**src/rtl/fpa_queue.sv**
```systemverilog
`timescale 1ns / 1ps
// Small register-based first-in first-out queue.
// Depends on nothing but its parameters.
module fpa_queue #(
   parameter int WIDTH = 8,
   parameter int DEPTH = 2
) (
   input  logic             clock,
   input  logic             reset,
   input  logic             push,
   input  logic [WIDTH-1:0] wdata,
   output logic             full,
   input  logic             pop,
   output logic [WIDTH-1:0] rdata,
   output logic             empty
);
   localparam int PW = (DEPTH > 1) ? $clog2(DEPTH) : 1;
   localparam int CW = $clog2(DEPTH + 1);

   logic [WIDTH-1:0] mem_ff [0:DEPTH-1];
   logic [PW-1:0]    wr_ptr_ff, wr_ptr_in, rd_ptr_ff, rd_ptr_in;
   logic [CW-1:0]    count_ff, count_in;
   logic             do_push, do_pop;

   assign full    = (count_ff == CW'(DEPTH));
   assign empty   = (count_ff == '0);
   assign do_push = push && !full;
   assign do_pop  = pop && !empty;
   assign rdata   = mem_ff[rd_ptr_ff];

   always_comb begin
      wr_ptr_in = wr_ptr_ff;
      rd_ptr_in = rd_ptr_ff;
      count_in  = count_ff;
      if (do_push) begin
         wr_ptr_in = (wr_ptr_ff == PW'(DEPTH - 1)) ? '0 : wr_ptr_ff + 1'b1;
      end
      if (do_pop) begin
         rd_ptr_in = (rd_ptr_ff == PW'(DEPTH - 1)) ? '0 : rd_ptr_ff + 1'b1;
      end
      if (do_push && !do_pop) begin
         count_in = count_ff + 1'b1;
      end else if (do_pop && !do_push) begin
         count_in = count_ff - 1'b1;
      end
   end

   always_ff @(posedge clock) begin
      if (reset) begin
         wr_ptr_ff <= '0;
         rd_ptr_ff <= '0;
         count_ff  <= '0;
      end else begin
         wr_ptr_ff <= wr_ptr_in;
         rd_ptr_ff <= rd_ptr_in;
         count_ff  <= count_in;
      end
   end

   always_ff @(posedge clock) begin
      if (do_push) begin
         mem_ff[wr_ptr_ff] <= wdata;
      end
   end

endmodule

```
**config.mk**
```make
export PLATFORM = sky130hd
export DESIGN_NAME = fpa_queue
export DESIGN_NICKNAME = d
export VERILOG_FILES = /design/src/rtl/fpa_queue.sv
export SDC_FILE = /design/constraint.sdc
export NUM_CORES = 1
export LEC_CHECK = 0
export ABC_AREA = 1
export BUFFER_PORTS_ARGS = -buffer_cell sky130_fd_sc_hd__buf_2
export CAP_MARGIN = 15
export CORE_UTILIZATION = 30
export DETAILED_ROUTE_END_ITERATION = 12
export MAX_ROUTING_LAYER = met4
export SLEW_MARGIN = 20
export SYNTH_ARGS = -nofsm -noshare
export SYNTH_HDL_FRONTEND = slang
export SYNTH_SLANG_ARGS = --single-unit
export TNS_END_PERCENT = 10
```
**constraint.sdc**
```tcl
create_clock -name clock -period 1.2 [get_ports clock]
set_input_delay 0.36 -clock clock [delete_from_list [all_inputs] [get_ports clock]]
set_output_delay 0.36 -clock clock [all_outputs]
set_load 0.03 [all_outputs]
```
==> flow_metrics.tcl <==
set metrics [dict create \
    netlist_area_um2 828 \
    cts_setup_buffers 0 \
    hold_class "in -> reg" \
    htree_num_levels 1 \
    fillers 239 \
    cts.path.max_buffers 2 \
    die_w_um 54.5 \
    setup_tns_ps -3640 \
    path_max_fanout 8 \
    required_ps 840 \
    cp_data_arrival_time_ps 1240 \
    rsz0062_at_grt "yes" \
    cts_hold_buffers 0 \
    ys_async_sr_fraction_pct 0 \
    period_minus_slack_ps 1600 \
    overflow 0 \
    coreArea_mm2 0.00254 \
    irDropWorstVdd_uv 1470 \
    num_io_pins 22 \
    die_h_um 54.5 \
    drive_gt1_share_pct 60.4 \
    grt_usage_pct 10.9 \
    die_area_mm2 0.00298 \
    portBuffers 21 \
    grt_pass1_wl_um 2170 \
    ys_seq_area_share_pct 70.1 \
    numCtsBuffers 3 \
    regArea_um2 587 \
    finalHoldViolCount 0 \
    cts.reportedPaths.clkPinSlew_ps 120 \
    critPathMaxStageDelay_ps 370 \
    status "finished, violations left" \
    hpwl_um 1030 \
    area_growth_pct 49.5 \
    failed_checks "negative setup slack" \
    cp_num_buf_inv 2 \
    yosys_register_bits 21 \
    postRouteAntennaNets 0 \
    yosysWarningCount 0 \
    whs_ps 236 \
    synth_cells 62 \
    grt_pass1_vias 515 \
    fin_ws_ps -404 \
    multi_input_area_um2 288 \
    ys_types 16 \
    ys_top_cells_by_area "edfxtp_1 (58%), dfxtp_1 (12%), mux2_2 (11%)" \
    layout.nets 110 \
    antenna_found_initial 0 \
    worst_path_max_delay_cell "dfxtp_2" \
    drv_cap 0 \
    num_rows 18 \
    via_per_inst 4.39 \
    r2r_cells 8 \
    skew_ps 6.30 \
    power.density_mw_per_mm2 2220 \
    wl_um 1520 \
    holdPathStages 1 \
    path_class "reg -> out" \
    path_cells "buf_12 -> mux2_4 -> buf_6" \
    critPathCaptureType "output pin" \
    drv_slew 0 \
    fin_crit_sh_pct 134 \
    grt_max_degree 13 \
    drt-pass1-iter-count 3 \
    insertion_delay_ps 300 \
    num_vias 553 \
    synth-edff-count 16 \
    synthDominantCellAreaShare_pct 58.0 \
    cts_tree "yes" \
    path_depth 3 \
    syn_area_per_cell_um2 13.4 \
    drc 0 \
    synthFlopType "edfxtp_1" \
    fmaxAchievable_mhz 623 \
    cts-root-buf "clkbuf_4" \
    clock_sinks 21 \
    start_kind "flop" \
    initial_core_util_pct 32.5 \
    p_leak_nw 0.518 \
    routabilityCongestion 0.649 \
    synth_nets 75 \
    synth_area_leader_cell "edfxtp_1" \
    setup_viol 11 \
    critPathTopFamily "flip-flops" \
    avgRoutedWirePerCell_um 12.0 \
    slew_headroom_pct 90.0 \
    drtIter0Drc 1 \
    antennaDiodeCount 0 \
    tightest_slew_ps 148 \
]
[layout make-up]
| cell class | count | share of cell area (%) |
|---|---|---|
| Timing Repair Buffer | 31 | 21.2 |
| Clock buffer | 3 | 1.82 |
| Tap cell | 30 | 3.03 |
| Multi-Input combinational cell | 31 | 23.2 |
| Sequential cell | 21 | 47.4 |
| Clock inverter | 1 | 0.404 |
| Inverter | 9 | 2.93 |
[logic make-up after synthesis]
logic type               after synthesis  share of synthesized area, %
AO/OA/AOI/OAI                          6                          4.53
adder cells (fa/ha/maj)                1                          1.51
buffers and inverters                 10                          4.68
flip-flops                            21                          70.1
multiplexers                           8                          10.9
AND/OR/NAND/NOR                       16                          8.31
[worst register-to-register path: stages (launching register included)]
cell and delay, ps:
dfxtp_2 340, buf_4 150, o21ai_4 150, ha_4 230, inv_4 60, nand3_1 70
nand2_1 60, inv_1 30, nor2_1 70
[power by group]
group | switching, W | internal [W] | leakage [nW]
registers | 0.0000774 | 0.000942 | 0.192
logic | 0.000698 | 0.000700 | 0.309
clock network | 0.000213 | 0.000124 | 0.0177
total | 0.000989 | 0.00177 | 0.518
[flip-flops by register name, summed over array words and instances (netlist names), named ones only]
name	cells
rd_ptr_ff	1
count_ff	2
wr_ptr_ff	1
mem_ff	16
[worst paths after layout]
kind,to,start,slack [ps]
min reg2reg,wr_ptr_ff,wr_ptr_ff,530
max,rdata[3],flop,-400
max reg2reg,count_ff[1],count_ff[1],-20
min,mem_ff[0][5],wdata[5],240
[Yosys cell counts (2+ instances only)]
library cell	instances
dfxtp_1	5
edfxtp_1	16
inv_1	7
inv_2	2
mux2_2	8
nand2_1	4
nor2_1	9
o21ai_0	2
o21ai_2	2
[metal layers]
layer,track usage [%],up-vias,wire length (um)
met3,2.50,0,71
met1,11.6,259,645
li1,-,279,-
met2,19.1,15,798
met5,-,-,0
met4,5.13,0,0
[timing repair]
item / in CTS / in global routing
resized for setup: 32 / 15
endpoints found under the setup margin: 28 / 23
pin swaps: 0 / 4
[through the flow]
stage | power (W) | instances | area [um^2] | setup slack, ps | util [%]
detailed placement | 0.00201 | 122 | 1050 | -131 | 41.4
global placement | 0.00198 | 122 | 1050 | -123 | 41.4
finish | 0.00276 | 126 | 1240 | -404 | 48.7
floorplan | 0.00163 | 62 | 828 | -121 | -
CTS | 0.00257 | 126 | 1170 | -415 | 46.0
global route | 0.00291 | 126 | 1240 | -453 | 48.7
[cells in the final DEF (no fill, tap or decap), drive strengths merged]
cell type	instances
nand3	1
dfxtp	5
clkinv	1
and2	1
a21oi	1
inv	9
buf	31
edfxtp	16
nor2	9
clkbuf	3
mux2	8
nand4	1
ha	1
nand2	4
o21ai	5
Power figures use the tool's default switching activity.
