$ cat config.mk
export PLATFORM = sky130hd
export DESIGN_NAME = fpa_front
export DESIGN_NICKNAME = d
export VERILOG_FILES = /design/src/rtl/fpa_pkg.sv /design/src/rtl/fpa_front.sv
export SDC_FILE = /design/constraint.sdc
export NUM_CORES = 1
export LEC_CHECK = 0
export BUFFER_PORTS_ARGS = -buffer_cell sky130_fd_sc_hd__buf_2
export CORE_UTILIZATION = 60
export DETAILED_ROUTE_END_ITERATION = 8
export GPL_TIMING_DRIVEN = 1
export PLACE_DENSITY = 0.95
export SLEW_MARGIN = 15
export SYNTH_ARGS = -nofsm -noshare
export SYNTH_HDL_FRONTEND = slang
export SYNTH_SLANG_ARGS = --single-unit
$ cat constraint.sdc
create_clock -name vclk -period 13
set_clock_uncertainty 0.2 [all_clocks]
set_input_delay 1.3 -clock vclk [all_inputs]
set_output_delay 1.3 -clock vclk [all_outputs]
set_load 0.05 [all_outputs]
$ cat src/rtl/fpa_pkg.sv
`timescale 1ns / 1ps
// Shared types and constants for the fixed-point ALU.
// No dependencies; the top level, front end and back end import this package.
package fpa_pkg;

   localparam int FRAC_BITS_DEF  = 8;
   localparam int WORD_BITS_DEF  = 32;
   localparam int QUEUE_DEPTH    = 2;
   localparam int MUL_CHUNK_BITS = 16;

   localparam logic [2:0] FUNC_ADD = 3'd0;
   localparam logic [2:0] FUNC_SUB = 3'd1;
   localparam logic [2:0] FUNC_MUL = 3'd2;
   localparam logic [2:0] FUNC_DIV = 3'd3;
   localparam logic [2:0] FUNC_CMP = 3'd4;
   localparam logic [2:0] FUNC_INC = 3'd5;
   localparam logic [2:0] FUNC_DEC = 3'd6;

   typedef struct packed {
      logic [2:0]         func;
      logic signed [31:0] operand_a;
      logic signed [31:0] operand_b;
   } req_type;

   typedef struct packed {
      logic signed [31:0] result_word;
      logic               greater;
      logic               less;
      logic               equal;
      logic               overflow;
      logic               divide_by_zero;
   } rsp_type;

   // Classification handed from the front end to the execution back end.
   typedef struct packed {
      logic sel_mul;
      logic sel_div;
      logic neg;
      logic greater;
      logic less;
      logic equal;
      logic overflow;
      logic divide_by_zero;
   } ctl_type;

endpackage

$ cat src/rtl/fpa_front.sv
`timescale 1ns / 1ps
// Front end: decodes a beat, forms operand magnitudes and finishes
// add, sub, inc, dec, compare and divide by zero. Depends on fpa_pkg.
module fpa_front #(
   parameter int WORD_BITS = fpa_pkg::WORD_BITS_DEF
) (
   input  fpa_pkg::req_type      req,
   output fpa_pkg::ctl_type      ctl,
   output logic [WORD_BITS-1:0]  mag_a,
   output logic [WORD_BITS-1:0]  mag_b,
   output logic [WORD_BITS-1:0]  simple_word
);
   import fpa_pkg::*;

   localparam int W = WORD_BITS;
   localparam logic [W-1:0] MAX_WORD = {1'b0, {(W-1){1'b1}}};
   localparam logic [W-1:0] MIN_WORD = {1'b1, {(W-1){1'b0}}};

   logic [W-1:0] a, b, sum, diff, sat;
   logic         na, nb, a_lt_b;

   always_comb begin
      a      = W'(req.operand_a);
      b      = W'(req.operand_b);
      na     = a[W-1];
      nb     = b[W-1];
      mag_a  = na ? (~a + 1'b1) : a;
      mag_b  = nb ? (~b + 1'b1) : b;
      sum    = a + b;
      diff   = a - b;
      sat    = na ? MIN_WORD : MAX_WORD;
      a_lt_b = $signed(a) < $signed(b);

      ctl         = '0;
      simple_word = '0;
      case (req.func)
         FUNC_ADD: begin
            if (na == nb && sum[W-1] != na) begin
               ctl.overflow = 1'b1;
               simple_word  = sat;
            end else begin
               simple_word  = sum;
            end
         end
         FUNC_SUB: begin
            if (na != nb && diff[W-1] != na) begin
               ctl.overflow = 1'b1;
               simple_word  = sat;
            end else begin
               simple_word  = diff;
            end
         end
         FUNC_MUL: begin
            ctl.sel_mul = 1'b1;
            ctl.neg     = na ^ nb;
         end
         FUNC_DIV: begin
            if (b == '0) begin
               ctl.divide_by_zero = 1'b1;
               simple_word        = (a == '0) ? '0 : sat;
            end else begin
               ctl.sel_div = 1'b1;
               ctl.neg     = na ^ nb;
            end
         end
         FUNC_CMP: begin
            ctl.equal   = (a == b);
            ctl.less    = a_lt_b;
            ctl.greater = !a_lt_b && (a != b);
         end
         FUNC_INC: begin
            ctl.overflow = (a == MAX_WORD);
            simple_word  = (a == MAX_WORD) ? a : a + 1'b1;
         end
         FUNC_DEC: begin
            ctl.overflow = (a == MIN_WORD);
            simple_word  = (a == MIN_WORD) ? a : a - 1'b1;
         end
         default: begin
            ctl         = '0;
            simple_word = '0;
         end
      endcase
   end

endmodule

==> summary.md <==
| Metric | Value |
|---|---|
| Adder-cell share of the synthesized area | 0.119 |
| Seq cells | 0 |
| Synth-to-layout area growth | 9.08% |
| Hold_buf cts | 0 |
| Multi-input gate area | roughly 0.0068 mm2 |
| Area leader, netlist | xnor2_1 |
| Hold Crit Class | input pin to primary output |
| Crit-path leading delay family | compound AO/OA/AOI/OAI gates |
| Net count, final | roughly 1,400 |
| Synth warnings | 0 |
| Total GRT Usage | 0.454 |
| Max-Cap Viols | 0 |
| Most frequent cells in the layout | 171 x buf_2, 116 x nand2_1, 106 x o21ai_0, 103 x a21oi_1, 100 x xnor2_1 |
| Worst Setup End Kind | primary output |
| Post-CTS setup buffer count | 0 |
| Min Tclk post-route | 7.57 ns |
| Netlist cell types | 83 |
| N_diodes | 0 |
| Endpoints failing setup | 0 |
| RSZ-0062 raised after global routing | no |
| DRC | 0 |
| Synthesized Nets | 1,328 |
| Via count | 10,000 |
| Detail Route Antenna Nets | 0 |
| Final hold slack | approximately 2.8 ns |
| Die area | 0.0129 mm2 |
| Mux cell area share after synthesis | 0.00402 |
| Number of port buffers | 171 |
| Vias in the first global route | just under 9,000 |
| Placed Cells | 1,442 |
| Relative slew slack | 0.195 |
| Post-synthesis average cell area | 6.27 um2 |
| Largest net degree at the start of global routing | just under 50 |
| Largest family of logic cells by synthesized area | compound AO/OA/AOI/OAI gates |
| I/O pins | ~170 |
| CP max stage cell | and2_1 |
| HPWL Detailed | 23,900 um |
| Cell Rows | 40 |
| Max stage delay on crit path | 0.81 ns |
| Drt initial violations | between 1,500 and 2,000 |
| CP Class | input pin to primary output |
| Critical path origin | req[2] |
| Register area share after synthesis | 0 |
| Area occupied by registers | 0 um2 |
| CTS resizes | 0 |
| Clkbuf count | 0 |
| Die X | 114 um |
| Core Box Area | 0.0121 mm2 |
| Startpoint types | input pin |
| Area share of xor/xnor cells in the synthesized design | 0.138 |
| First-pass GRT wire length | 46,900 um |
| Fmax | 132 MHz |
| Fin crit share | 0.583 |
| Slew Viols, Final | 0 |
| Worst path bufs/invs | 3 |
| Measured slew at the worst slew-check pin | between 1 and 1.5 ns |
| Pwr dens | 61.3 mW/mm2 |
| Post-Syn Instances | between 1,000 and 1,500 |
| Mapped cell area | 0.00747 mm2 |
| Critical Path Fanout Max | 28 |
| Most common cell after layout, fill and taps aside | buf_2 |
| Top post-synthesis cells by area | xnor2_1 12%, ha_1 11%, o21ai_0 7.1%, a21oi_1 6.9%, nand2_1 5.8% |
| Die Ht | between 100 and 150 um |
| Setup_tns | 0 ns |
| Initial antenna violation count | 0 |
| Drt total wl | approximately 30,000 um |
| Pre-antenna DRT Iters | 6 |
| GR Overflow Total | 0 |
| Synth top area share | 0.117 |
| Starting density of the core | 0.620 |
| Avg Vias per Cell | 6.95 |
| Synth Area in Simple Gates | 0.325 |
| Synth Area in Compound Gates | 0.326 |
| Wire per inst | 21.1 um |
| Worst path cell trace | buf_2 > inv_1 > ha_1 > o21ai_1 > a21oi_1 > o311ai_1 > nand3_1 > a21oi_1 > nand2_1 > a31oi_1 > fa_1 > xnor2_1 > and2_1 > o21ai_0 > a21boi_0 > o2111ai_1 > buf_2 |
| Final hold vios | 0 |
| Fin cells | 1,442 |
| Status | finished clean |
| Hold_sp | req[0] |
| Worst IR drop on VDD | 0.0584 mV |
| Filler Cell Count | 1,128 |
| CP arrival | 6.07 ns |
| Share of layout cells above drive strength 1 | 0.163 |
| Leak | approximately 3.5 nW |
| Gpl congestion | roughly 1.0 |
| CP Data Required Time | 11.50 ns |
cell families (layout without fill, tap and decap cells):
group           after synthesis  count (layout)
simple gates                460             460
compound gates              386             386
buf+inv                     158             240
xor+xnor                    116             116
fa+ha+maj                    69              69
mux                           3               3
path summary, 6_finish.rpt:
check / end / slack (ns) / depth (start not counted)
setup / recovery: simple_word[4] / 5.43 / 17
hold / removal: mag_b[0] / 2.76 / 2
through the flow:
step                      cell area [um2]   util  power (mW)  setup WS [ns]
after detailed placement             8150  0.676       0.485           5.60
after global placement               8150  0.676       0.484           5.81
final                                8150  0.676       0.500           5.43
after global routing                 8150  0.676       0.527           5.11
after CTS                            8150  0.676       0.487           5.57
after floorplan                      7470      -       0.365           5.89
final cells by class:
cell class                      instances  share of cell area
Tap cell                              168              0.0258
Timing Repair Buffer                  175               0.109
Inverter                               65              0.0299
Multi-Input combinational cell       1034               0.836
per-layer routing:
| metal | up-vias | GRT usage | part of all wire |
|---|---|---|---|
| met5 | - | 0 | 0 |
| met4 | 0 | 0.267 | 0.070 |
| met3 | 137 | 0.0436 | 0.11 |
| met2 | 779 | 0.722 | 0.43 |
| met1 | 4586 | 0.598 | 0.39 |
| li1 | 4524 | - | - |
cells in the mapped netlist, types with 10 or more instances:
cell type	instances
ha_1	66
buf_2	15
o31ai_1	19
a21oi_1	103
o22ai_1	11
o21ai_0	106
clkbuf_1	63
nand3_1	38
xor2_1	15
a21o_1	10
nor4_1	20
nand2_1	116
nor2b_1	14
a211oi_1	11
or3_1	17
nand2b_1	19
xnor2_1	100
nor2_1	96
inv_1	61
nand4_1	36
and3_1	18
nor3_1	35
a31oi_1	21
report_power, final:
part           switching (mW)  leakage (nW)  total [mW]  internal, mW
combinational           0.357          3.47       0.500         0.143
sequential                  0             0           0             0
clock                       0             0           0             0
(Power assumes the default switching activity.)
